$ cat src/mvhm_pkg.sv
// ----------------------------------------------------------------------------
// mvhm_pkg
// shared types and constants of the motion vector history map
// ----------------------------------------------------------------------------
package mvhm_pkg;

	localparam int unsigned CfgIdxW      = 1;
	localparam logic [0:0]  RegCellCount = 1'b0;
	localparam logic [0:0]  RegCooldown  = 1'b1;

	localparam logic [12:0] CellCountRst = 13'd3645;
	localparam logic [15:0] CooldownRst  = 16'd90;
	localparam logic [16:0] CounterMax   = 17'd131071;
	localparam logic [7:0]  LevelScale   = 8'd255;
	localparam logic [7:0]  LevelCut     = 8'd3;

	localparam logic OpVector = 1'b0;
	localparam logic OpRead   = 1'b1;

	localparam logic KindSummary = 1'b0;
	localparam logic KindRead    = 1'b1;

	typedef enum logic [3:0] {
		ST_CLEAR,
		ST_IDLE,
		ST_VREAD,
		ST_VWRITE,
		ST_RREAD,
		ST_RREPLY,
		ST_PREAD,
		ST_PLOAD,
		ST_PDIV,
		ST_PWRITE,
		ST_SUMMARY
	} state_t;

	// controller to datapath
	typedef struct packed {
		logic clr_write;   // write zero at cursor, step cursor
		logic vec_capture; // latch input item
		logic vec_read;    // read history at cell cursor
		logic vec_write;   // write updated history, step cursor / min-max
		logic rd_read;     // read both stores at read index
		logic rd_reply;
		logic pass_start;
		logic pass_read;   // read history at pass index
		logic pass_load;   // start divider for current cell
		logic pass_write;  // write level, step pass index
		logic summary;
	} cmd_t;

	// datapath to controller
	typedef struct packed {
		logic clr_done;
		logic vec_last;
		logic div_done;
		logic pass_last;
	} stat_t;

endpackage

$ cat src/mvhm_cfg.sv
// ----------------------------------------------------------------------------
// mvhm_cfg
// configuration register file
// ----------------------------------------------------------------------------
module mvhm_cfg (
	input  logic        clk,
	input  logic        arst_n,
	input  logic        cfg_valid,
	output logic        cfg_ready,
	input  logic [mvhm_pkg::CfgIdxW-1:0] cfg_index,
	input  logic [15:0] cfg_data,
	output logic [12:0] cell_count,
	output logic [15:0] cooldown_frames
);

	assign cfg_ready = 1'b1;

	always_ff @(posedge clk or negedge arst_n) begin
		if (!arst_n) begin
			cell_count      <= mvhm_pkg::CellCountRst;
			cooldown_frames <= mvhm_pkg::CooldownRst;
		end else if (cfg_valid) begin
			unique case (cfg_index)
				mvhm_pkg::RegCellCount: cell_count      <= cfg_data[12:0];
				mvhm_pkg::RegCooldown:  cooldown_frames <= cfg_data;
				default: ;
			endcase
		end
	end

endmodule

$ cat config.mk
export PLATFORM = sky130hd
export DESIGN_NAME = mvhm_cfg
export DESIGN_NICKNAME = d
export VERILOG_FILES = /design/src/mvhm_pkg.sv /design/src/mvhm_cfg.sv
export SDC_FILE = /design/constraint.sdc
export NUM_CORES = 1
export LEC_CHECK = 0
export BUFFER_PORTS_ARGS = -buffer_cell sky130_fd_sc_hd__buf_4
export CAP_MARGIN = 15
export CORE_ASPECT_RATIO = 1.4
export CORE_MARGIN = 2
export CORE_UTILIZATION = 49
export DETAILED_ROUTE_END_ITERATION = 16
export PLACE_DENSITY = 0.82
export SLEW_MARGIN = 40
export SYNTH_ARGS = -nofsm -noshare
export SYNTH_HDL_FRONTEND = slang
export SYNTH_SLANG_ARGS = --single-unit
$ cat constraint.sdc
create_clock -name clk -period 2 [get_ports clk]
set_input_delay 0.6 -clock clk [delete_from_list [all_inputs] [get_ports clk]]
set_output_delay 0.6 -clock clk [all_outputs]
set_load 0.02 [all_outputs]
### Word level (Yosys, flattened, before mapping)

Cells that the tools add are included.

* bitwise operators: 1
* reduce and logical (&&, ||, !) cells: 2

Operator list (number)
* 2-bit AND reduction: 2
* 1-bit NOT: 1

* register bits: 29
* bits of input ports: 20
* output and inout port bits: 30
* word-level logic and storage cells: 5

### Logic depth before layout (Yosys ltp)

Gate-level depths: netlist of run 1.

* word-level depth: 2
* depth in mapped cells: 3
* depth with buffers taken out: 2

### Worst setup path after synthesis of run 1

Ideal clock, no wire load.

* kind: in2reg
* from: in cfg_valid
* to: reg cell_count[12]
* library setup time: 125 ps
* arrival time: 1227 ps
* data required time: 1875 ps
* slack: 648 ps
* stages on the path: 3
* path buffers: 1
* path through: nor2b_4 buf_6 mux2_2

* cells in the longest elaborated chain, start to end: 1

RTL lines
* start: declaration: line mvhm_cfg.sv:8 `input logic cfg_valid,`
* 2-bit AND reduction (no source line)
* end signal: assignment: line mvhm_cfg.sv:20 `cell_count <= mvhm_pkg::CellCountRst;`
* end signal: assignment: line mvhm_cfg.sv:24 `mvhm_pkg::RegCellCount: cell_count <= cfg_data[12:0];`
* end: declaration: line mvhm_cfg.sv:12 `output logic [12:0] cell_count,`

Every way passes these cells.
A chain may end at the register's enable or synchronous reset.

### Worst setup path after layout of run 1

* from: reg cell_count[10]
* to: out cell_count[10]

No word-level cell between the ends.

==> results of run 1 <==
## sequential cells by signal, indices dropped and copies added, names as in the netlist
| name | flops |
|---|---|
| cooldown_frames | 16 |
| cell_count | 13 |
## how the worst min path moves through the flow
stage	startpoint	end	slack, ps	cells past startpoint
floorplan	arst_n	cell_count[12]$_DFFE_PN0P_	300	0
global placement	cooldown_frames[2]$_DFFE_PN0P_	cooldown_frames[2]$_DFFE_PN0P_	490	1
detailed placement	cooldown_frames[2]$_DFFE_PN0P_	cooldown_frames[2]$_DFFE_PN0P_	500	1
CTS	arst_n	cooldown_frames[11]$_DFFE_PN0P_	180	1
global route	arst_n	cooldown_frames[11]$_DFFE_PN0P_	190	1
finish	arst_n	cell_count[12]$_DFFE_PN0P_	180	1
## layer usage
metal	routed length, um	vias to the layer above	global-route usage [%]	part of all wire [%]
li1	-	331	-	-
met2	1210	27	32.2	55
met1	789	341	19.8	36
met4	51	0	10.1	2.3
met3	157	7	8.50	7.1
met5	0	-	0	0
## report_power, final
part / switching [uW] / total [uW] / internal, uW
clock network: 188 / 328 / 140
registers: 46.9 / 746 / 699
logic: 202 / 424 / 222
total: 437 / 1500 / 1060
## cell type report
class / count / area [sq um]
multi-input combinational: 32 / 393
tap: 22 / 27.5
sequential: 29 / 741
fill: 163 / 632
clock buffer: 8 / 48.8
timing repair buffer: 48 / 360
## through the flow
step / std cells / hold slack, ps / utilization (%) / area, sq um / power, uW
4_1_cts: 139 / 178 / 71.3 / 1570 / 1520
6_report: 139 / 181 / 71.3 / 1570 / 1500
5_1_grt: 139 / 187 / 71.3 / 1570 / 1580
2_1_floorplan: 64 / 304 / - / 1160 / 987
3_3_place_gp: 131 / 494 / 69.1 / 1520 / 1170
3_5_place_dp: 131 / 496 / 69.1 / 1520 / 1190
## kinds of logic after synthesis
family	count (synthesis)
mux	29
flops	29
other cells	1
simple gates	2
buf+inv	3
## cells in the final DEF, fill, tap and decap left out, drive strengths merged
cell type   n
dfstp      12
nand2       1
buf        48
nor2b       1
mux2       29
clkbuf      8
dfrtp      17
conb        1
## synthesized netlist by cell type
cell and count:
nand2_4 1, mux2_4 10, mux2_2 19, conb_1 1, nor2b_4 1, buf_4 1
dfstp_2 12, dfrtp_1 17, buf_6 2
==> metrics.csv, run 1 <==
stage;metric;value;unit
detailed_routing;dr.pass1.iters;2;
sta;fin_skew;0;ps
worst_setup_path;startpoint_type;flop;
die;rows;20;
detailed_routing;num_vias;706;
clock_network;cts_tree;done;
worst_setup_path;max_stage_delay;540;ps
power;power_density;954;nW/um^2
worst_setup_path;startpoint;cell_count[10]$_DFFE_PN1P_;
detailed_routing;drt-total-wl;2210;um
sta;maxSlewViolCount;0;
clock_network;htreeDepth;2;
global_routing;grt_pass1_wl;3570;um
synth;synth_cell_types;9;
synth;synthXorXnorAreaFrac;0;%
synth;netlist_instances;64;
worst_setup_path;end_kind;primary output;
placement;pre_cts_ws;428;ps
synth;syn-num-nets;84;
worst_setup_path;regToRegStartpoint;cooldown_frames[7]$_DFFE_PN0P_;
clock_network;cts_buffers;5;
clock_network;clk_root_buffer_cell;clkbuf_4;
worst_setup_path;rr_endpoint;cooldown_frames[7]$_DFFE_PN0P_;
global_routing;grt_overflow;0;
worst_setup_path;reg2reg_slack;1220;ps
die;die_y;61.7;um
sta;max_freq;0.626;GHz
clock_network;cts.clk_slew.worst_paths;90;ps
clock_network;clock_path_buffers;2;
outcome;status;completed;
synth;synth_top_family_by_area;multiplexers;
sta;hold_viol;0;
synth;synth_top_cell_area_share;36.6;%
synth;avgSynthCellArea;18.2;sq um
worst_setup_path;worstRegToRegCells;1;
worst_setup_path;critPathSlowestCell;dfstp_2;
placement;place_congestion;0.727;
die;die_x;45.2;um
worst_setup_path;cp-endpoint;cell_count[10];
power;vdd_drop_max;637;uV
sta;setup_slack;403;ps
power;power.leakage;0.000764;uW
worst_setup_path;crit_fanout;2;
synth;synthMuxAreaShare;31.3;%
synth;ys_seq_area_share;63.7;%
global_routing;antenna_found_initial;0;
worst_setup_path;cp.depth;1;
worst_setup_path;arrival;1000;ps
worst_setup_path;crit_chain;buf_4;
placement;port_buffers;48;
sta;setup_viol;0;
synth;syn_area;1160;sq um
worst_setup_path;worst-setup-path-type;flop to primary output;
sta;layout_min_cycle_time;1600;ps
final_layout;drive_gt1_share;82.1;%
synth;ys_ff_latch;29;
global_routing;grt_max_degree;30;
detailed_routing;drcViolationCount;0;
clock_network;post_cts_resized;0;
final_layout;area_growth;34.9;%
clock_network;clock-sinks;29;
clock_network;cts_setup_buffers;0;
worst_hold_path;hp-class;primary input to async pin;
die;start_util;52.8;%
detailed_routing;viasPerCell;5.08;
synth;synth-simple-area-share;2.15;%
flow_run;cap_violations;0;
placement;dpl.hpwl;1610;um
final_layout;num_antenna_cells;0;
die;io_pins;50;
sta;rsz0062_at_grt;false;
global_routing;grt_pass1_vias;755;
detailed_routing;detail-route-antenna-nets;0;
clock_network;clk_latency;320;ps
final_layout;nets;136;
synth;synth-compound-area-share;0;%
detailed_routing;drt_iter0_markers;15;
synth;synth_warnings;0;
worst_setup_path;worst-path-buf-inv;1;
sta;fin_crit_sh;79.9;%
detailed_routing;wl_per_cell;15.9;um
synth;ys_top_cells_by_area;dfrtp_1 (37%), dfstp_2 (27%), mux2_2 (18%), mux2_4 (13%), buf_6 (1.9%);
die;dieArea;2790;sq um
global_routing;grt_usage;19.2;%
clock_network;holdBufCountCts;0;
worst_setup_path;crit_family;flip-flops;
synth;synth_fa_ha_area_share;0;%
synth;yosys.area.top_type;dfrtp_1;
worst_setup_path;cp.required;1400;ps
sta;totalNegativeSetupSlack;0;ps
die;core;2200;sq um
(Power assumes the default switching activity.)
==> run 2, diff against run 1 <==
CORE_UTILIZATION = 46   (was 49)
PLACE_DENSITY = 0.78   (was 0.82)
clock period = 1.6 ns   (was 2 ns; I/O delays follow)
==> run 2 against run 1 <==
Net effect:
- global-route usage fell by 1.6 points
- register-to-register slack worse by 390 ps
- largest power group unchanged
- setup slack lost 270 ps
- core utilization down 4.9 points
- sequential share of layout area decreased by 0.52 points
- largest cell class unchanged
- clock-buffer cell count shrank 2
- via count grew 0.57%
- hold slack worse by 120 ps
- total power up 24%
- critical path depth did not move
- cell area rose by 1.1%
==> metrics.csv, run 2 (synthesized netlist as in run 1, its figures left out) <==
stage;metric;value;unit
sta;fin_skew;0;ps
placement;port_buffers;48;
clock_network;cts_setup_buffers;0;
detailed_routing;drt_iter0_markers;4;
final_layout;area_growth;36.5;%
sta;fin_crit_sh;91.8;%
sta;maxSlewViolCount;0;
die;rows;21;
sta;max_freq;0.681;GHz
clock_network;cts_buffers;5;
sta;totalNegativeSetupSlack;0;ps
detailed_routing;wl_per_cell;14.2;um
outcome;status;completed;
worst_setup_path;crit_family;flip-flops;
clock_network;htreeDepth;2;
die;start_util;48.7;%
detailed_routing;num_vias;710;
detailed_routing;dr.pass1.iters;3;
clock_network;clock-sinks;29;
final_layout;final_common_cell;buf_4;
worst_hold_path;hp-class;primary input to async pin;
flow_run;cap_violations;0;
die;dieArea;2950;sq um
power;power.leakage;0.000770;uW
clock_network;cts_tree;done;
detailed_routing;drt-total-wl;2150;um
final_layout;regMostFlops;cooldown_frames;
global_routing;antenna_found_initial;0;
final_layout;largest_register_ff_count;16;
die;core;2390;sq um
final_layout;num_antenna_cells;0;
worst_setup_path;arrival;990;ps
global_routing;grt_overflow;0;
worst_setup_path;cp.required;1120;ps
clock_network;holdBufCountCts;0;
die;die_y;63.5;um
detailed_routing;drcViolationCount;0;
placement;place_congestion;0.756;
sta;hold_viol;0;
clock_network;clock_path_buffers;2;
placement;dpl.hpwl;1630;um
worst_setup_path;critPathSlowestCell;dfstp_2;
global_routing;grt_max_degree;30;
final_layout;final_cell_mix;buf_4 (48), mux2_2 (19), dfrtp_1 (17), dfstp_2 (12), mux2_4 (10);
sta;hold_ws;61.5;ps
global_routing;grt_usage;17.5;%
final_layout;instances_no_fill;151;
worst_setup_path;max_stage_delay;540;ps
sta;layout_min_cycle_time;1470;ps
clock_network;post_cts_resized;0;
detailed_routing;detail-route-antenna-nets;0;
final_layout;reg_top3;cooldown_frames: 16 flops, cell_count: 13 flops;
sta;rsz0062_at_grt;false;
final_layout;drive_gt1_share;83.8;%
clock_network;cts.clk_slew.worst_paths;90;ps
global_routing;grt_pass1_wl;3640;um
die;die_x;46.5;um
worst_setup_path;worst-setup-path-type;flop to primary output;
clock_network;clk_root_buffer_cell;clkbuf_4;
worst_setup_path;crit_fanout;2;
worst_setup_path;worst-path-buf-inv;1;
worst_setup_path;startpoint_type;flop;
power;power_density;1170;nW/um^2
final_layout;nets;136;
detailed_routing;viasPerCell;4.70;
sta;setup_viol;0;
worst_setup_path;end_kind;primary output;
die;io_pins;50;
clock_network;clk_latency;310;ps
worst_setup_path;crit_chain;buf_4;
global_routing;grt_pass1_vias;768;
power;vdd_drop_max;755;uV
placement;dp.cells;143;
run 2: changes by cell type in the layout (fill, tap and decap cells not counted):
cell      previous run  this run
clkbuf_1             3         1
clkinv_2             0         2
run 2: final cells by class:
type | instances | area [sq um]
Timing Repair Buffer | 48 | 360
Fill cell | 192 | 803
Multi-Input combinational cell | 32 | 393
Clock buffer | 6 | 41.3
Sequential cell | 29 | 741
Clock inverter | 2 | 10.0
Tap cell | 34 | 42.5
run 2: routing by layer:
layer / GRT usage [%] / part of all wire [%] / vias to the layer above
met4: 5.36 / 1.0 / 0
met3: 6.30 / 5.2 / 2
met5: 0 / 0 / -
met1: 21.2 / 38 / 356
met2: 28.3 / 56 / 25
li1: - / - / 327
run 2: power breakdown:
part	leakage, uW	switching, uW	internal [uW]
clock	0.0000320	232	167
sequential	0.000326	61.2	874
combinational	0.000412	252	277
run 2: metrics by stage:
| stage | worst slack [ps] | cell area (sq um) | utilization, % | power, uW |
|---|---|---|---|---|
| after floorplan | 368 | 1160 | - | 1230 |
| after global placement | 152 | 1540 | 64.3 | 1470 |
| after detailed placement | 129 | 1540 | 64.3 | 1490 |
| after CTS | 109 | 1590 | 66.4 | 1890 |
| after global routing | 73.5 | 1590 | 66.4 | 1980 |
| final | 131 | 1590 | 66.4 | 1860 |
run 2: worst paths after layout:
| check | from | to | slack, ps | depth (start not counted) |
|---|---|---|---|---|
| setup / recovery | cell_count[0]$_DFFE_PN1P_ | cell_count[0] | 130 | 1 |
| hold / removal | arst_n | cooldown_frames[14]$_DFFE_PN0P_ | 60 | 1 |
| setup reg to reg | cooldown_frames[15]$_DFFE_PN0P_ | cooldown_frames[15]$_DFFE_PN0P_ | 830 | 1 |
| hold reg to reg | cooldown_frames[2]$_DFFE_PN0P_ | cooldown_frames[2]$_DFFE_PN0P_ | 520 | 1 |
| max in group asynchronous | arst_n | cooldown_frames[4]$_DFFE_PN1P_ | 1220 | 1 |
| min in group clk | cfg_data[14] | cooldown_frames[14]$_DFFE_PN0P_ | 390 | 2 |
==> run 3, diff against run 2 <==
REMOVE_ABC_BUFFERS = 1   (was unset)
SETUP_SLACK_MARGIN = 0.4   (was unset)
TNS_END_PERCENT = 50   (was unset)
==> run 3 against run 2 <==
Net effect:
- via count is 5.1% higher
- critical path type unchanged
- sequential power is 1% higher
- highest routed layer unchanged
- setup slack better by 6.2 ps
==> metrics.csv, run 3 (synthesized netlist as in run 1, its figures left out) <==
stage;metric;value;unit
outcome;status;completed;
worst_setup_path;worst-setup-path-type;flop to primary output;
detailed_routing;drcViolationCount;0;
sta;layout_min_cycle_time;1460;ps
detailed_routing;detail-route-antenna-nets;0;
worst_setup_path;regToRegStartpoint;cell_count[7]$_DFFE_PN0P_;
clock_network;clock-sinks;29;
sta;maxSlewViolCount;0;
worst_setup_path;crit_chain;buf_6;
worst_setup_path;critPathSlowestCell;dfstp_2;
final_layout;nets;142;
die;rows;21;
global_routing;antenna_found_initial;0;
sta;max_freq;0.683;GHz
global_routing;grt_pass1_wl;3630;um
worst_setup_path;max_stage_delay;550;ps
final_layout;utilization;71.6;%
detailed_routing;drt-total-wl;2290;um
sta;setup_viol;0;
global_routing;grt_max_degree;30;
die;start_util;48.7;%
placement;port_buffers;48;
worst_setup_path;end_kind;primary output;
final_layout;num-fill-cells;177;
die;die_y;63.5;um
worst_hold_path;hp-class;primary input to async pin;
final_layout;final_cell_mix;buf_4 (38), mux2_2 (19), dfrtp_1 (17), buf_6 (16), dfstp_2 (12);
sta;totalNegativeSetupSlack;0;ps
final_layout;multi_input_area;393;sq um
worst_setup_path;worstRegToRegCells;2;
die;die_x;46.5;um
final_layout;largest_register_ff_count;16;
clock_network;cts_tree;done;
global_routing;grt_overflow;0;
detailed_routing;viasPerCell;4.75;
worst_setup_path;arrival;980;ps
clock_network;clock_path_buffers;2;
detailed_routing;dr.pass1.iters;3;
worst_setup_path;crit_fanout;2;
power;finalPower;2040;uW
die;core;2390;sq um
die;io_pins;50;
sta;hold_viol;0;
worst_setup_path;cp.depth;1;
sta;fin_skew;0;ps
worst_setup_path;cp.required;1120;ps
placement;dpl.hpwl;1680;um
global_routing;grt_pass1_vias;785;
final_layout;drive_gt1_share;85.4;%
clock_network;cts.clk_slew.worst_paths;90;ps
detailed_routing;drt_iter0_markers;5;
die;dieArea;2950;sq um
final_layout;area_growth;47.1;%
final_layout;num_antenna_cells;0;
worst_setup_path;startpoint_type;flop;
power;power_density;1190;nW/um^2
power;vdd_drop_max;897;uV
clock_network;cts_buffers;5;
flow_run;cap_violations;0;
power;power.leakage;0.000828;uW
sta;hold_ws;56.4;ps
sta;fin_crit_sh;91.4;%
placement;place_congestion;0.708;
clock_network;holdBufCountCts;0;
sta;rsz0062_at_grt;true;
final_layout;reg_top3;cooldown_frames: 16 flops, cell_count: 13 flops;
global_routing;grt_usage;18.2;%
worst_setup_path;startpoint;cell_count[0]$_DFFE_PN1P_;
final_layout;final_common_cell;buf_4;
detailed_routing;num_vias;746;
worst_setup_path;crit_family;flip-flops;
clock_network;htreeDepth;2;
final_layout;register_area;741;sq um
clock_network;clk_root_buffer_cell;clkbuf_4;
worst_setup_path;worst-path-buf-inv;1;
detailed_routing;wl_per_cell;14.6;um
clock_network;clk_latency;320;ps
final_layout;regMostFlops;cooldown_frames;
## run 3: layout make-up
class	instances	share of cell area, %
Sequential cell	29	43.3
Timing Repair Buffer	54	27.2
Tap cell	34	2.49
Clock buffer	7	3.80
Multi-Input combinational cell	32	23.0
Clock inverter	1	0.292
## run 3: power by group
group / switching [uW] / internal (uW)
Clock: 244 / 254
Sequential: 69.6 / 875
Combinational: 261 / 340
## run 3: what timing repair did
action / in CTS / in global routing
buffers inserted: 3 / 3
setup endpoints to repair: 29 / 29
resized for setup: 14 / 2
## run 3: final timing paths
| path | end | slack [ps] |
|---|---|---|
| hold / removal | cell_count[12]$_DFFE_PN0P_ | 60 |
| setup / recovery | cell_count[0] | 140 |
| min in group clk | cooldown_frames[14]$_DFFE_PN0P_ | 380 |
| max in group asynchronous | cooldown_frames[6]$_DFFE_PN1P_ | 1230 |
| hold reg to reg | cell_count[6]$_DFFE_PN0P_ | 510 |
| setup reg to reg | cell_count[7]$_DFFE_PN0P_ | 690 |
## run 3: metrics by stage
stage	setup slack (ps)	instance area, sq um	std cells
6_report	137	1710	157
5_1_grt	81.1	1710	157
4_1_cts	121	1680	154
3_5_place_dp	139	1540	143
3_3_place_gp	155	1540	143
2_1_floorplan	356	1130	61
## run 3: routing by layer
layer | global-route usage [%] | vias up | share of wire (%)
met5 | 0 | - | 0
met4 | 7.86 | 0 | 1.8
met3 | 8.88 | 5 | 5.8
met2 | 30.6 | 25 | 59
met1 | 17.8 | 381 | 33
li1 | - | 335 | -
