### config.mk
export PLATFORM = sky130hd
export DESIGN_NAME = mvhm_ctrl
export DESIGN_NICKNAME = d
export VERILOG_FILES = /design/src/mvhm_pkg.sv /design/src/mvhm_ctrl.sv
export SDC_FILE = /design/constraint.sdc
export NUM_CORES = 1
export LEC_CHECK = 0
export BUFFER_PORTS_ARGS = -buffer_cell sky130_fd_sc_hd__buf_2
export CAP_MARGIN = 20
export CORE_AREA = 2 2 39 41
export DETAILED_ROUTE_END_ITERATION = 10
export DIE_AREA = 0 0 41 43
export GPL_TIMING_DRIVEN = 1
export PLACE_DENSITY = 0.63
export SETUP_SLACK_MARGIN = 0.15
export SLEW_MARGIN = 25
export SYNTH_ARGS = -nofsm -noshare
export SYNTH_HDL_FRONTEND = slang
export SYNTH_SLANG_ARGS = --single-unit
### constraint.sdc
create_clock -name clk -period 1.4 [get_ports clk]
set_input_delay 0.35 -clock clk [delete_from_list [all_inputs] [get_ports clk]]
set_output_delay 0.35 -clock clk [all_outputs]
set_load 0.01 [all_outputs]
### src/mvhm_pkg.sv
// ----------------------------------------------------------------------------
// mvhm_pkg
// shared types and constants of the motion vector history map
// ----------------------------------------------------------------------------
package mvhm_pkg;

	localparam int unsigned CfgIdxW      = 1;
	localparam logic [0:0]  RegCellCount = 1'b0;
	localparam logic [0:0]  RegCooldown  = 1'b1;

	localparam logic [12:0] CellCountRst = 13'd3645;
	localparam logic [15:0] CooldownRst  = 16'd90;
	localparam logic [16:0] CounterMax   = 17'd131071;
	localparam logic [7:0]  LevelScale   = 8'd255;
	localparam logic [7:0]  LevelCut     = 8'd3;

	localparam logic OpVector = 1'b0;
	localparam logic OpRead   = 1'b1;

	localparam logic KindSummary = 1'b0;
	localparam logic KindRead    = 1'b1;

	typedef enum logic [3:0] {
		ST_CLEAR,
		ST_IDLE,
		ST_VREAD,
		ST_VWRITE,
		ST_RREAD,
		ST_RREPLY,
		ST_PREAD,
		ST_PLOAD,
		ST_PDIV,
		ST_PWRITE,
		ST_SUMMARY
	} state_t;

	// controller to datapath
	typedef struct packed {
		logic clr_write;   // write zero at cursor, step cursor
		logic vec_capture; // latch input item
		logic vec_read;    // read history at cell cursor
		logic vec_write;   // write updated history, step cursor / min-max
		logic rd_read;     // read both stores at read index
		logic rd_reply;
		logic pass_start;
		logic pass_read;   // read history at pass index
		logic pass_load;   // start divider for current cell
		logic pass_write;  // write level, step pass index
		logic summary;
	} cmd_t;

	// datapath to controller
	typedef struct packed {
		logic clr_done;
		logic vec_last;
		logic div_done;
		logic pass_last;
	} stat_t;

endpackage

### src/mvhm_ctrl.sv
// ----------------------------------------------------------------------------
// mvhm_ctrl
// sequencer for vector load, cell read, level pass and reset clear
// ----------------------------------------------------------------------------
module mvhm_ctrl (
	input  logic            clk,
	input  logic            arst_n,
	input  logic            start,
	input  logic            opcode,
	output logic            busy,
	output mvhm_pkg::cmd_t  cmd,
	input  mvhm_pkg::stat_t stat
);

	mvhm_pkg::state_t state_q, state_d;

	always_ff @(posedge clk or negedge arst_n) begin
		if (!arst_n) state_q <= mvhm_pkg::ST_CLEAR;
		else         state_q <= state_d;
	end

	always_comb begin
		state_d = state_q;
		unique case (state_q)
			mvhm_pkg::ST_CLEAR:   if (stat.clr_done) state_d = mvhm_pkg::ST_IDLE;
			mvhm_pkg::ST_IDLE: begin
				if (start)
					state_d = (opcode == mvhm_pkg::OpRead) ? mvhm_pkg::ST_RREAD
					                                       : mvhm_pkg::ST_VREAD;
			end
			mvhm_pkg::ST_VREAD:   state_d = mvhm_pkg::ST_VWRITE;
			mvhm_pkg::ST_VWRITE:  state_d = stat.vec_last ? mvhm_pkg::ST_PREAD
			                                              : mvhm_pkg::ST_IDLE;
			mvhm_pkg::ST_RREAD:   state_d = mvhm_pkg::ST_RREPLY;
			mvhm_pkg::ST_RREPLY:  state_d = mvhm_pkg::ST_IDLE;
			mvhm_pkg::ST_PREAD:   state_d = mvhm_pkg::ST_PLOAD;
			mvhm_pkg::ST_PLOAD:   state_d = mvhm_pkg::ST_PDIV;
			mvhm_pkg::ST_PDIV:    if (stat.div_done) state_d = mvhm_pkg::ST_PWRITE;
			mvhm_pkg::ST_PWRITE:  state_d = stat.pass_last ? mvhm_pkg::ST_SUMMARY
			                                               : mvhm_pkg::ST_PREAD;
			mvhm_pkg::ST_SUMMARY: state_d = mvhm_pkg::ST_IDLE;
			default:              state_d = mvhm_pkg::ST_IDLE;
		endcase
	end

	always_comb begin
		cmd  = '0;
		busy = 1'b1;
		unique case (state_q)
			mvhm_pkg::ST_CLEAR:   cmd.clr_write = 1'b1;
			mvhm_pkg::ST_IDLE: begin
				busy = 1'b0;
				cmd.vec_capture = start;
			end
			mvhm_pkg::ST_VREAD:   cmd.vec_read = 1'b1;
			mvhm_pkg::ST_VWRITE: begin
				cmd.vec_write  = 1'b1;
				cmd.pass_start = stat.vec_last;
			end
			mvhm_pkg::ST_RREAD:   cmd.rd_read = 1'b1;
			mvhm_pkg::ST_RREPLY:  cmd.rd_reply = 1'b1;
			mvhm_pkg::ST_PREAD:   cmd.pass_read = 1'b1;
			mvhm_pkg::ST_PLOAD:   cmd.pass_load = 1'b1;
			mvhm_pkg::ST_PDIV:    ;
			mvhm_pkg::ST_PWRITE:  cmd.pass_write = 1'b1;
			mvhm_pkg::ST_SUMMARY: cmd.summary = 1'b1;
			default:              ;
		endcase
	end

endmodule

==> Word level (Yosys, flattened, before mapping) <==
Cells that the tools add are included.
{ "word_totals": {"reg_bits": 4, "elab_cells": 35, "in_bits": 8} }
{ "op_classes": {"n_mux": 19, "reduce_logical": 2, "n_eq_ne": 13} }
{ "ops": {"columns": ["operator", "count"], "rows": [
  ["4-bit one-hot mux with 9 select lines", 1],
  ["4-bit by 3-bit == test with 1-bit output (second input constant)", 4],
  ["4-bit 2-to-1 mux", 4],
  ["4-bit == test (second input constant)", 3],
  ["1-bit 2-to-1 mux", 12],
  ["4-bit by 2-bit == test with 1-bit output (second input constant)", 2],
  ["3-bit 2-to-1 mux", 2],
  ["2-bit != test (second input constant)", 3],
  ["4-bit by 1-bit == test with 1-bit output (second input constant)", 1],
  ["4-bit zero test", 1],
  ["3-bit AND reduction", 1]
]} }

==> Longest topological paths before layout <==
Gate-level depths: netlist of run 1.
{ "logic_depth": {"ltp_word": 3, "depth_mapped": 5, "depth_no_buf": 4} }

==> Worst setup path before layout of run 1 <==
Ideal clock, no wire load.
{ "synth_timing": {"path_kind": "reg2out", "startpoint": "reg state_q[3]", "endpoint": "out cmd[4] (netlist bit)", "path_stages_with_launch": 5, "t_arrival_ns": 1.209, "path_slack_ns": -0.159, "required_time_ns": 1.050, "cell_sequence": "dfrtp_1 buf_6 buf_2 nor3_1 and2_1"} }
{ "synth_lines": {"columns": ["element", "line", "text"], "rows": [
  ["start, declared", "mvhm_ctrl.sv:15", "mvhm_pkg::state_t state_q, state_d;"],
  ["start signal, assigned", "mvhm_ctrl.sv:18", "if (!arst_n) state_q <= mvhm_pkg::ST_CLEAR;"],
  ["start signal, assigned", "mvhm_ctrl.sv:19", "else state_q <= state_d;"],
  ["end, declared", "mvhm_ctrl.sv:11", "output mvhm_pkg::cmd_t cmd,"]
]} }

==> flow_results.org, run 1 <==
** STA
- The number of hold-slack violations in the final timing report came to 0.
- Actual slew at the worst max-slew pin :: 0.292 ns
- Worst relative slew slack :: 0.804
- Dividing the final minimum period by the clock period gives 1.15.
- Setup slack after layout :: -0.204 ns
- Summed over all failing endpoints, the final setup total negative slack is -1.70 ns.
- Setup violations remaining at the end of the flow were counted as 12.
- The smallest clock period supported by the final layout is computed as 1.60 ns.
- Setup repair after global routing missed its margin :: yes
- Upper clock frequency limit :: 0.623 GHz
- The final number of max-transition violations came to 0.
- Across the routed clock network, the largest skew measured is 0.00158 ns.

** CTS
- CTS Buffer Depth :: 2
- CTS clk-pin slew, worst paths :: 0.04 ns
- CTS saw 4 sinks.
- TritonCTS built the clock tree.
- Counting the buffers created by CTS gives 3.
- The tree is rooted in a clkbuf_4.
- In this run the number of H-tree levels came out at 1.
- Clock latency on the worst-skew pair :: 0.23 ns

** Power and ir drop
- VDD sags by at most 1.06 mV.
- LEAKAGE :: 0.435 nW
- Areal power density over the cells :: 1480 nW/um^2

** Logic synthesis
- Number of enable flip-flop cells after synthesis :: 0
- The Yosys step of the flow raised 0 warnings.
- Each instance of the synthesized netlist takes up on average 7.14 um^2.
- Synth cell count leaders :: nor2_1 (10), nand2_1 (5), dfrtp_1 (4), nor3_1 (4), inv_1 (3)
- Among all cell types in the netlist, the one instantiated most often is nor2_1.
- Counting every net in the synthesized netlist gives 62.
- Synthesis produced a netlist whose cell count is 54.
- Synth Cell Area :: 385 um^2
- Post-synth cell types :: 26
- The largest total area in the synthesized netlist belongs to dfrtp_1.
- Commonest register cell after synthesis :: dfrtp_1
- In the post-synthesis netlist, the biggest area contributors are dfrtp_1 (26%), nor2_1 (9.7%), nor3_1 (5.2%), o32a_1 (5.2%), nand2_1 (4.9%).
- Synthesis inferred 4 register bits.
- Fraction of post-synthesis cell area in the top cell type by area :: 0.260
- Sequential area share after synthesis :: 0.260
- For this run, asynchronously set or reset flops after synthesis account for 1.00.

** Placement
- Placed Area :: 606 um^2
- Dpl hpwl :: 878 um
- Port buffering added 19 buffers.
- Routability congestion estimate :: 0.842

** Floorplanning
- The initialized floorplan defines 14 standard-cell rows.
- The die covers 1760 um^2.
- Initial Utilization :: 0.278
- Placeable core area :: 1380 um^2
- Y dimension of the die :: 43 um
- Die extent in x :: 41 um
- I/O pin count :: 20

** Route
- In the routed layout, each cell is associated on average with a via count of 5.01.
- Detailed-routing iteration count for the pre-antenna-repair pass :: 4
- Via count :: 576
- After detailed routing, the number of remaining DRC violations is 0.
- Dividing the detail-routed wire length by the instance count gives 14.7 um.
- Detail Route Antenna Nets :: 0
- The first routing iteration left 13 violations.
- Routed wire length :: 1.69 mm

** Finish
- Number of inserted filler cells in the final layout :: 109
- The register with the most flip-flops in the layout has 4 of them.
- The repair_antennas step left the layout with diodes totalling 0.
- At the end of the flow, the number of nets in the layout was 109.
- Largest registers :: state_q: 4 flops
- In the final layout, the share of cells above drive strength 1 is 0.778.
- More flip-flops sit in one register than any other, and that register is state_q.
- Area growth from synthesis to final layout :: 130%
- Final design area excluding fillers :: 887 um^2

** Setup path
- STA classifies the critical path startpoint as a flip-flop.
- Critical Setup Path Class :: flip-flop to output pin
- For the worst setup path, the data required time is 1.05 ns.
- In this run the worst path has a maximum fanout of 4.
- Arrival time of data at the critical path endpoint :: 1.25 ns
- Kind of end point of the critical path :: output pin

** Global route
- After global routing the overflow that remains totals 0.
- In the global route stage, overall resource usage came out at 0.183.
- Largest net degree at the start of global routing :: 8
- The first global-routing pass estimated 2.21 mm of wire.
- Number of global-route vias before repair :: 522
- The number of antenna violations at the first check in global routing came to 0.

** Outcome
- The flow ran to the end, but the final reports show violations.
- Violated checks :: negative setup slack

** Job
- The tool flagged a number of max-cap violations equal to 0.

** Min path
- Hold/Removal Path Class :: input port to asynchronous set/reset pin
timing repair:
item,CTS,global route
pin swaps,3,9
buffers inserted,6,8
hold endpoints to repair,4,0
hold buffers,1,0
setup endpoints to repair,15,15
gates cloned,1,0
resized for setup,19,16
per-stage QoR:
stage	utilization	power, mW	std cells	hold WS (ns)	worst slack, ns
after floorplan	-	0.583	54	0.0544	0.0632
after global placement	0.438	0.801	96	0.157	0.00730
after detailed placement	0.438	0.807	96	0.157	-0.0136
after CTS	0.542	1.10	107	0.441	-0.187
after global routing	0.641	1.41	115	0.459	-0.255
final	0.641	1.31	115	0.450	-0.204
layer usage:
metal,vias up,share of wire,global-route usage
met5,-,0,0
met3,0,0.030,0.0733
met1,276,0.43,0.235
met2,16,0.54,0.278
li1,284,-,-
met4,0,0,0.0400
logic make-up after synthesis:
logic type,share of synthesized area
buffers and inverters,0.133
flip-flops,0.260
AO/OA/AOI/OAI,0.231
AND/OR/NAND/NOR,0.351
multiplexers,0.0260
report_power, final:
group          internal [mW]  total, mW  switching, mW
Clock                 0.0958      0.142         0.0459
Combinational          0.532      0.956          0.424
Sequential             0.150      0.211         0.0606
cell usage in the layout, fill, tap and decap left out, types with 3 or more instances in the layout:
cell type	n
clkbuf_4	3
dfrtp_2	4
buf_4	15
nor2_2	4
nor2_1	6
buf_6	12
buf_2	18
layout make-up:
type | count | area, um^2 | share of cell area
repair buffers | 47 | 368 | 0.415
clock buffers | 3 | 22.5 | 0.0254
inverters | 4 | 20.0 | 0.0226
flip-flops and latches | 4 | 105 | 0.118
multi-input cells | 41 | 352 | 0.396
well taps | 16 | 20.0 | 0.0226
worst max-delay path, stage by stage, from the launching register on:
cell and delay [ns]:
dfrtp_2 0.44, buf_12 0.14, nor3_4 0.17, and2_4 0.17
buf_6 0.09
path summary, 6_finish.rpt:
kind / from / endpoint / slack, ns / cells past startpoint
worst max-delay path: state_q[2] / cmd[4] / -0.20 / 4
worst min-delay path: arst_n / state_q[0] / 0.45 / 2
worst max register to register: state_q[1] / state_q[2] / 0 / 6
worst min register to register: state_q[0] / state_q[0] / 0.71 / 2
max in group asynchronous: arst_n / state_q[2] / 0.82 / 2
min in group clk: stat[0] / state_q[3] / 0.46 / 3
Power figures use the tool's default switching activity.
==> run 2, diff against run 1 <==
BUFFER_PORTS_ARGS = -buffer_cell sky130_fd_sc_hd__buf_4   (was -buffer_cell sky130_fd_sc_hd__buf_2)
CELL_PAD_IN_SITES_DETAIL_PLACEMENT = 0   (was unset)
CELL_PAD_IN_SITES_GLOBAL_PLACEMENT = 1   (was unset)
CORE_AREA = unset   (was 2 2 39 41)
CORE_MARGIN = 2   (was unset)
CORE_UTILIZATION = 28   (was unset)
DIE_AREA = unset   (was 0 0 41 43)
PLACE_DENSITY = 0.82   (was 0.63)
==> run 2 against run 1 <==
  * The run still ends with negative setup slack left
  * Fmax grew 0.60%
  * Worst setup slack better by 0.0096 ns
  * Clock skew is 0.0011 ns higher
  * Count of clock-buffer cells in the layout stayed put
  * Die area down 4.2%
  * Largest cell class unchanged
  * Largest power group unchanged
==> flow_results.org, run 2 (synthesis results as in run 1) <==
** Outcome
- Outcome :: finished, violations left (unchanged)
- Violated checks: negative setup slack (unchanged).

** Floorplanning
- The overall die height is 41.1 um (was 43 um).
- Placeable core area :: 1300 um^2 (was 1380 um^2)
- Initial Utilization :: 0.296 (was 0.278)
- The horizontal die dimension was 41.1 um (was 41 um).
- I/O pin count :: 20 (unchanged)
- The standard-cell row count is 13 (was 14).
- Total Die Area :: 1690 um^2 (was 1760 um^2)

** Power and ir drop
- LEAKAGE :: 0.410 nW (was 0.435 nW)
- The maximum resistive drop on vdd was 0.668 mV (was 1.06 mV).
- The total power per unit cell area was 1420 nW/um^2 (was 1480 nW/um^2).
- The final total power is 1.23 mW (was 1.31 mW).

** Route
- DRT iter0 DRCs :: 8 (was 13)
- The number of nets with antenna violations after routing is 0 (unchanged).
- The first-pass detailed-route iteration total came to 4 (unchanged).
- The final routed wirelength across all metal layers is 1.51 mm (was 1.69 mm).
- The post-detailed-route via-to-cell ratio came to 5.15 (was 5.01).
- DRC :: 0 (unchanged)
- The vias after detailed routing was 551 (was 576).
- Average wire per standard cell :: 14.1 um (was 14.7 um)

** Min path
- Hold/Removal Path Class :: input port to asynchronous set/reset pin (unchanged)

** STA
- Actual slew at the worst max-slew pin :: 0.242 ns (was 0.292 ns)
- Aggregate negative setup slack :: -1.73 ns (was -1.70 ns)
- The number of hold-slack violations in the final timing report is 0 (unchanged).
- Worst relative slew slack :: 0.838 (was 0.804)
- Period utilization :: 1.14 (was 1.15)
- Final slew viol count :: 0 (unchanged)
- The worst setup slack after layout was -0.195 ns (was -0.204 ns).
- Setup repair after global routing missed its margin :: yes (unchanged)
- Worst hold slack :: 0.440 ns (was 0.450 ns)
- Count of final setup violators :: 12 (unchanged)
- The maximum clock rate came to 0.627 GHz (was 0.623 GHz).
- The worst clock skew is 0.00267 ns (was 0.00158 ns).
- The final critical delay including setup and external delays came to 1.59 ns (was 1.60 ns).

** Finish
- The layout cell share with drive strength beyond 1 was 0.707 (was 0.778).
- The most common library cell in the layout ignoring fill and taps is buf_4 (was buf_2).
- ANT cells :: 0 (unchanged)
- Fin cells :: 107 (was 115)
- The count of filler cells inserted in the layout came to 105 (was 109).
- Leading cell types in the layout, fill and taps excluded :: buf_4 (25), buf_6 (13), nor2_1 (6) (was buf_2 (18), buf_4 (15), buf_6 (12), nor2_1 (6))
- The number of flip-flops in the largest register came to 4 (unchanged).
- The final core area utilization was 0.663 (was 0.641).
- Total area of sequential cells :: 104 um^2 (was 105 um^2)
- Largest registers :: state_q: 4 flops (unchanged)
- Top reg by flops :: state_q (unchanged)
- The signed area change from the synthesized netlist to the final layout came to 124% (was 130%).
- Area used by multi-input combinational logic :: 337 um^2 (was 352 um^2)
- The post-layout net count came to 102 (was 109).

** CTS
- The maximum clock path buffer count was 2 (unchanged).
- TritonCTS clock tree :: built (unchanged)
- Clock latency on the worst-skew pair :: 0.24 ns (was 0.23 ns)
- CTS clk-pin slew, worst paths :: 0.04 ns (about the same)
- CTS buffer count :: 3 (unchanged)
- The CTS H-tree depth came to 1 (unchanged).
- Clock Tree Root :: clkbuf_4 (unchanged)
- The number of sinks on the clock net is 4 (unchanged).

** Placement
- The weighted congestion reported at the end of routability-driven placement was 0.818 (was 0.842).
- Port Buffer Count :: 19 (unchanged)
- Number of placed instances with taps included :: 94 (was 96)
- Dpl hpwl :: 935 um (was 878 um)

** Global route
- The number of global-route vias before repair is 498 (was 522).
- Largest net degree at the start of global routing :: 9 (was 8)
- The total congestion overflow came to 0 (unchanged).
- Number of antenna violations at the first check in global routing :: 0 (unchanged)
- Wire length of the first global-routing pass :: 2.22 mm (was 2.21 mm)
- Total track usage :: 0.212 (was 0.183)

** Setup path
- CP Data Required Time :: 1.05 ns (about the same)
- Kind of end point of the critical path :: output pin (unchanged)
- Arrival time of data at the critical path endpoint :: 1.24 ns (was 1.25 ns)
- Critical Setup Path Class :: flip-flop to output pin (unchanged)
- The critical path launch point type was a flip-flop (unchanged).
- Maximum fanout count along the critical path :: 5 (was 4)

** Job
- Max-Cap Viols :: 0 (unchanged)
## run 2: stage by stage
step           setup slack, ns  cell area, um^2
2_1_floorplan           0.0632              443
3_3_place_gp           -0.0130              644
3_5_place_dp           -0.0201              644
4_1_cts                 -0.165              841
5_1_grt                 -0.243              863
6_report                -0.195              863
## run 2: critical path, stage by stage (launching register included)
cell and delay (ns):
dfrtp_1 0.41, buf_6 0.15, nor3_4 0.19, and2_4 0.17, buf_6 0.09
## run 2: where the power goes
part | internal [mW] | switching, mW | total [mW]
Combinational | 0.475 | 0.386 | 0.861
Clock | 0.0962 | 0.0518 | 0.148
Sequential | 0.149 | 0.0700 | 0.219
## run 2: final cells by class
type,instances,area share
repair buffers,40,0.422
well taps,15,0.0217
inverters,4,0.0203
multi-input cells,41,0.390
flip-flops and latches,4,0.120
clock buffers,3,0.0261
## run 2: worst paths after layout
path	slack, ns	start	cells past startpoint	to
worst max-delay path	-0.19	state_q[3]	4	cmd[4]
worst min register to register	0.71	state_q[1]	2	state_q[3]
worst max register to register	0.02	state_q[1]	7	state_q[2]
max in group asynchronous	0.85	arst_n	2	state_q[1]
min in group clk	0.44	stat[0]	3	state_q[3]
worst min-delay path	0.44	arst_n	2	state_q[0]
## run 2: metal layers
layer,share of wire,track usage,up-vias
met2,0.53,0.379,23
met4,0.015,0.0968,0
met3,0.056,0.0489,4
met1,0.40,0.233,258
met5,0,0,-
li1,-,-,266
## run 2: timing repair
action | CTS | global route
pin swaps | 7 | 8
hold endpoints to repair | 4 | 0
endpoints found under the setup margin | 15 | 15
gates resized for setup | 26 | 5
buffers inserted | 8 | 1
hold buffers | 1 | 0
==> run 3, diff against run 2 <==
MAX_ROUTING_LAYER = met4   (was unset)
==> run 3 against run 2 <==
  * The run still ends with negative setup slack left
  * Hold slack got worse by 0.0037 ns
  * Clock skew increased by 0.0048 ns
  * First-iteration DRC count is 63% higher
  * Fmax down 0.67%
  * Global-route usage rose by 0.70 points
  * Utilization grew 0.096 points
  * Worst setup slack lost 0.011 ns
  * Total power increased by 1.1%
  * Critical path type unchanged
  * Largest cell class unchanged
  * Largest power group unchanged
==> flow_results.org, run 3 (synthesis results as in run 1) <==
** Setup path
- Critical Setup Path Class :: flip-flop to output pin (unchanged)
- The arrival time of the worst setup path came to 1.26 ns (was 1.24 ns).
- Critical Path Start :: state_q[2] (was state_q[3])
- Category of the worst setup path launch point :: flip-flop (unchanged)
- The dominant delay contributor by cell family on the critical path is flip-flops (unchanged).
- The total stage count of the critical path was 4 (unchanged).
- The required time reported for the critical path endpoint came to 1.05 ns (about the same).
- Total buffers and inverters traversed by the critical path :: 2 (unchanged)
- Reg-to-reg critical path startpoint :: state_q[2] (was state_q[1])
- Slowest CP cell :: dfrtp_2 (was dfrtp_1)
- Worst r2r dst :: state_q[1] (was state_q[2])
- Capture point of the worst path :: cmd[4] (unchanged)
- Reg2reg setup slack :: 0.02 ns (about the same)
- The length in cells of the worst reg-to-reg path was 6 (was 7).
- The maximum net fanout on the critical path is 5 (unchanged).
- The critical path's largest stage delay came to 0.42 ns (was 0.41 ns).
- List of cells traversed by the critical path :: buf_12, nor3_4, and2_4, buf_6 (was buf_6, nor3_4, and2_4, buf_6)
- The capturing element type of the critical path is an output pin (unchanged).

** CTS
- Number of H-tree branching levels :: 1 (unchanged)
- Clock Tree Root :: clkbuf_4 (unchanged)
- The clock transition at the register clock pins on the worst setup and hold paths after CTS is 0.04 ns (about the same).
- The number of sinks on the clock net is 4 (unchanged).
- The maximum clock path buffer count was 2 (unchanged).
- The clock latency reported for the late side of the worst-skew pair was 0.24 ns (about the same).
- CTS buffer count :: 3 (unchanged)
- The TritonCTS clock tree was built (unchanged).

** STA
- Setup repair after global routing missed its margin :: yes (unchanged)
- Period utilization :: 1.15 (was 1.14)
- Fin crit period :: 1.61 ns (was 1.59 ns)
- The final number of max-transition violations was 0 (unchanged).
- The total of endpoints with negative setup slack in the final report is 12 (unchanged).
- Actual slew at the worst max-slew pin :: 0.246 ns (was 0.242 ns)
- The worst setup slack after layout is -0.205 ns (was -0.195 ns).
- The headroom to the max-slew limit was 0.836 (was 0.838).
- Upper clock frequency limit :: 0.623 GHz (was 0.627 GHz)
- Final worst clock skew :: 0.00742 ns (was 0.00267 ns)
- Hold violation total from the final report :: 0 (unchanged)

** Finish
- The signed area change from the synthesized netlist to the final layout came to 124% (about the same).
- Leading cell types in the layout, fill and taps excluded: buf_4 (24), buf_6 (14), nor2_1 (6) (was buf_4 (25), buf_6 (13), nor2_1 (6)).
- The number of cells in the finished layout apart from fillers is 107 (unchanged).
- The area taken by multi-input logic gates came to 334 um^2 (was 337 um^2).
- Most common library cell in the layout ignoring fill and taps :: buf_4 (unchanged)
- The combined flip-flop and latch cell area was 104 um^2 (unchanged).
- Top reg by flops :: state_q (unchanged)
- Net count reported at finish :: 102 (unchanged)
- The count of filler cells inserted in the layout is 103 (was 105).
- Number of flip-flops in the largest register :: 4 (unchanged)
- Largest registers :: state_q: 4 flops (unchanged)
- Fraction of layout instances using a drive strength above 1 :: 0.696 (was 0.707)
- ANT cells :: 0 (unchanged)

** Power and ir drop
- Areal power density over the cells :: 1440 nW/um^2 (was 1420 nW/um^2)
- The maximum resistive drop on vdd is 0.676 mV (was 0.668 mV).
- The static leakage came to 0.411 nW (was 0.410 nW).
- Total Power Consumption :: 1.24 mW (was 1.23 mW)

** Floorplanning
- The number of I/O pins was 20 (unchanged).
- Die extent in x :: 41.1 um (unchanged)
- The overall die height is 41.1 um (unchanged).
- Placeable core area :: 1300 um^2 (unchanged)
- Total Die Area :: 1690 um^2 (unchanged)
- The standard-cell row count came to 13 (unchanged).
- The initial standard-cell utilization of the core came to 0.296 (unchanged).

** Route
- Routed wire length :: 1.60 mm (was 1.51 mm)
- Detailed-routing iteration count for the pre-antenna-repair pass :: 4 (unchanged)
- The average wire per cell in the routed design is 14.9 um (was 14.1 um).
- DRT iter0 DRCs :: 13 (was 8)
- Via count :: 570 (was 551)
- The number of DRC violations after detailed routing was 0 (unchanged).
- Vias per std cell :: 5.33 (was 5.15)
- Detail Route Antenna Nets :: 0 (unchanged)

** Placement
- The cell count after placement came to 94 (unchanged).
- The weighted congestion reported at the end of routability-driven placement is 0.830 (was 0.818).
- The count of input and output buffers was 19 (unchanged).
- The half-perimeter wire length after placement was 935 um (unchanged).

** Job
- The max-cap violation count was 0 (unchanged).

** Global route
- Total track usage :: 0.219 (was 0.212)
- Number of antenna violations at the first check in global routing :: 0 (unchanged)
- The pin count of the biggest net entering global routing came to 9 (unchanged).
- Global route total overflow :: 0 (unchanged)
- Number of global-route vias before repair :: 493 (was 498)
- The wire length of the first global-routing pass is 2.24 mm (was 2.22 mm).

** Min path
- Hold/Removal Path Class :: input port to asynchronous set/reset pin (unchanged)

** Outcome
- Violated checks :: negative setup slack (unchanged)
- Outcome :: finished, violations left (unchanged)
-- run 3: cell counts in the layout (fill, tap and decap cells not counted) --
No cell type changed its count.
-- run 3: how the worst min path moves through the flow --
stage / slack (ns) / endpoint / depth (start not counted)
floorplan: 0.05 / state_q[0] / 0
global placement: 0.15 / state_q[3] / 1
detailed placement: 0.15 / state_q[3] / 1
CTS: 0.44 / state_q[3] / 2
global route: 0.45 / state_q[3] / 3
finish: 0.44 / state_q[0] / 2
-- run 3: final cells by class --
class	instances	area share
Sequential cell	4	0.120
Clock buffer	3	0.0260
Multi-Input combinational cell	41	0.386
Tap cell	15	0.0217
Timing Repair Buffer	40	0.425
Inverter	4	0.0203
-- run 3: metal layers --
metal  up-vias  GRT usage  wire, um
met4         0     0.0968        56
met2        36      0.379       814
li1        264          -         -
met1       260      0.236       621
met5         -          -         0
met3        10     0.0489       105
-- run 3: worst reg2reg max path: stages, from the launching register on --
cell,delay [ns]
dfrtp_2,0.42
buf_4,0.15
buf_4,0.13
nor2b_1,0.14
o21ba_2,0.21
o21ai_2,0.14
nor2_1,0.06
-- run 3: power by group --
group / internal, mW / total [mW] / switching [mW]
logic: 0.477 / 0.868 / 0.392
registers: 0.149 / 0.221 / 0.0721
clock network: 0.0965 / 0.152 / 0.0551
-- run 3: metrics by stage --
step,area [um^2],utilization,setup WS [ns],TNS (ns),hold slack [ns]
3_5_place_dp,644,0.495,-0.0201,-0.0275,0.149
2_1_floorplan,443,-,0.0632,0,0.0544
4_1_cts,841,0.646,-0.165,-1.37,0.440
5_1_grt,865,0.664,-0.254,-2.24,0.453
3_3_place_gp,644,0.495,-0.0130,-0.0130,0.147
6_report,865,0.664,-0.205,-1.66,0.437
-- run 3: repair_timing --
action,in CTS,in global routing
buffers inserted,8,1
pin swaps,7,9
setup endpoints to repair,15,15
hold buffers,1,0
cloned,0,0
resized for setup,26,5
endpoints found under the hold margin,4,0
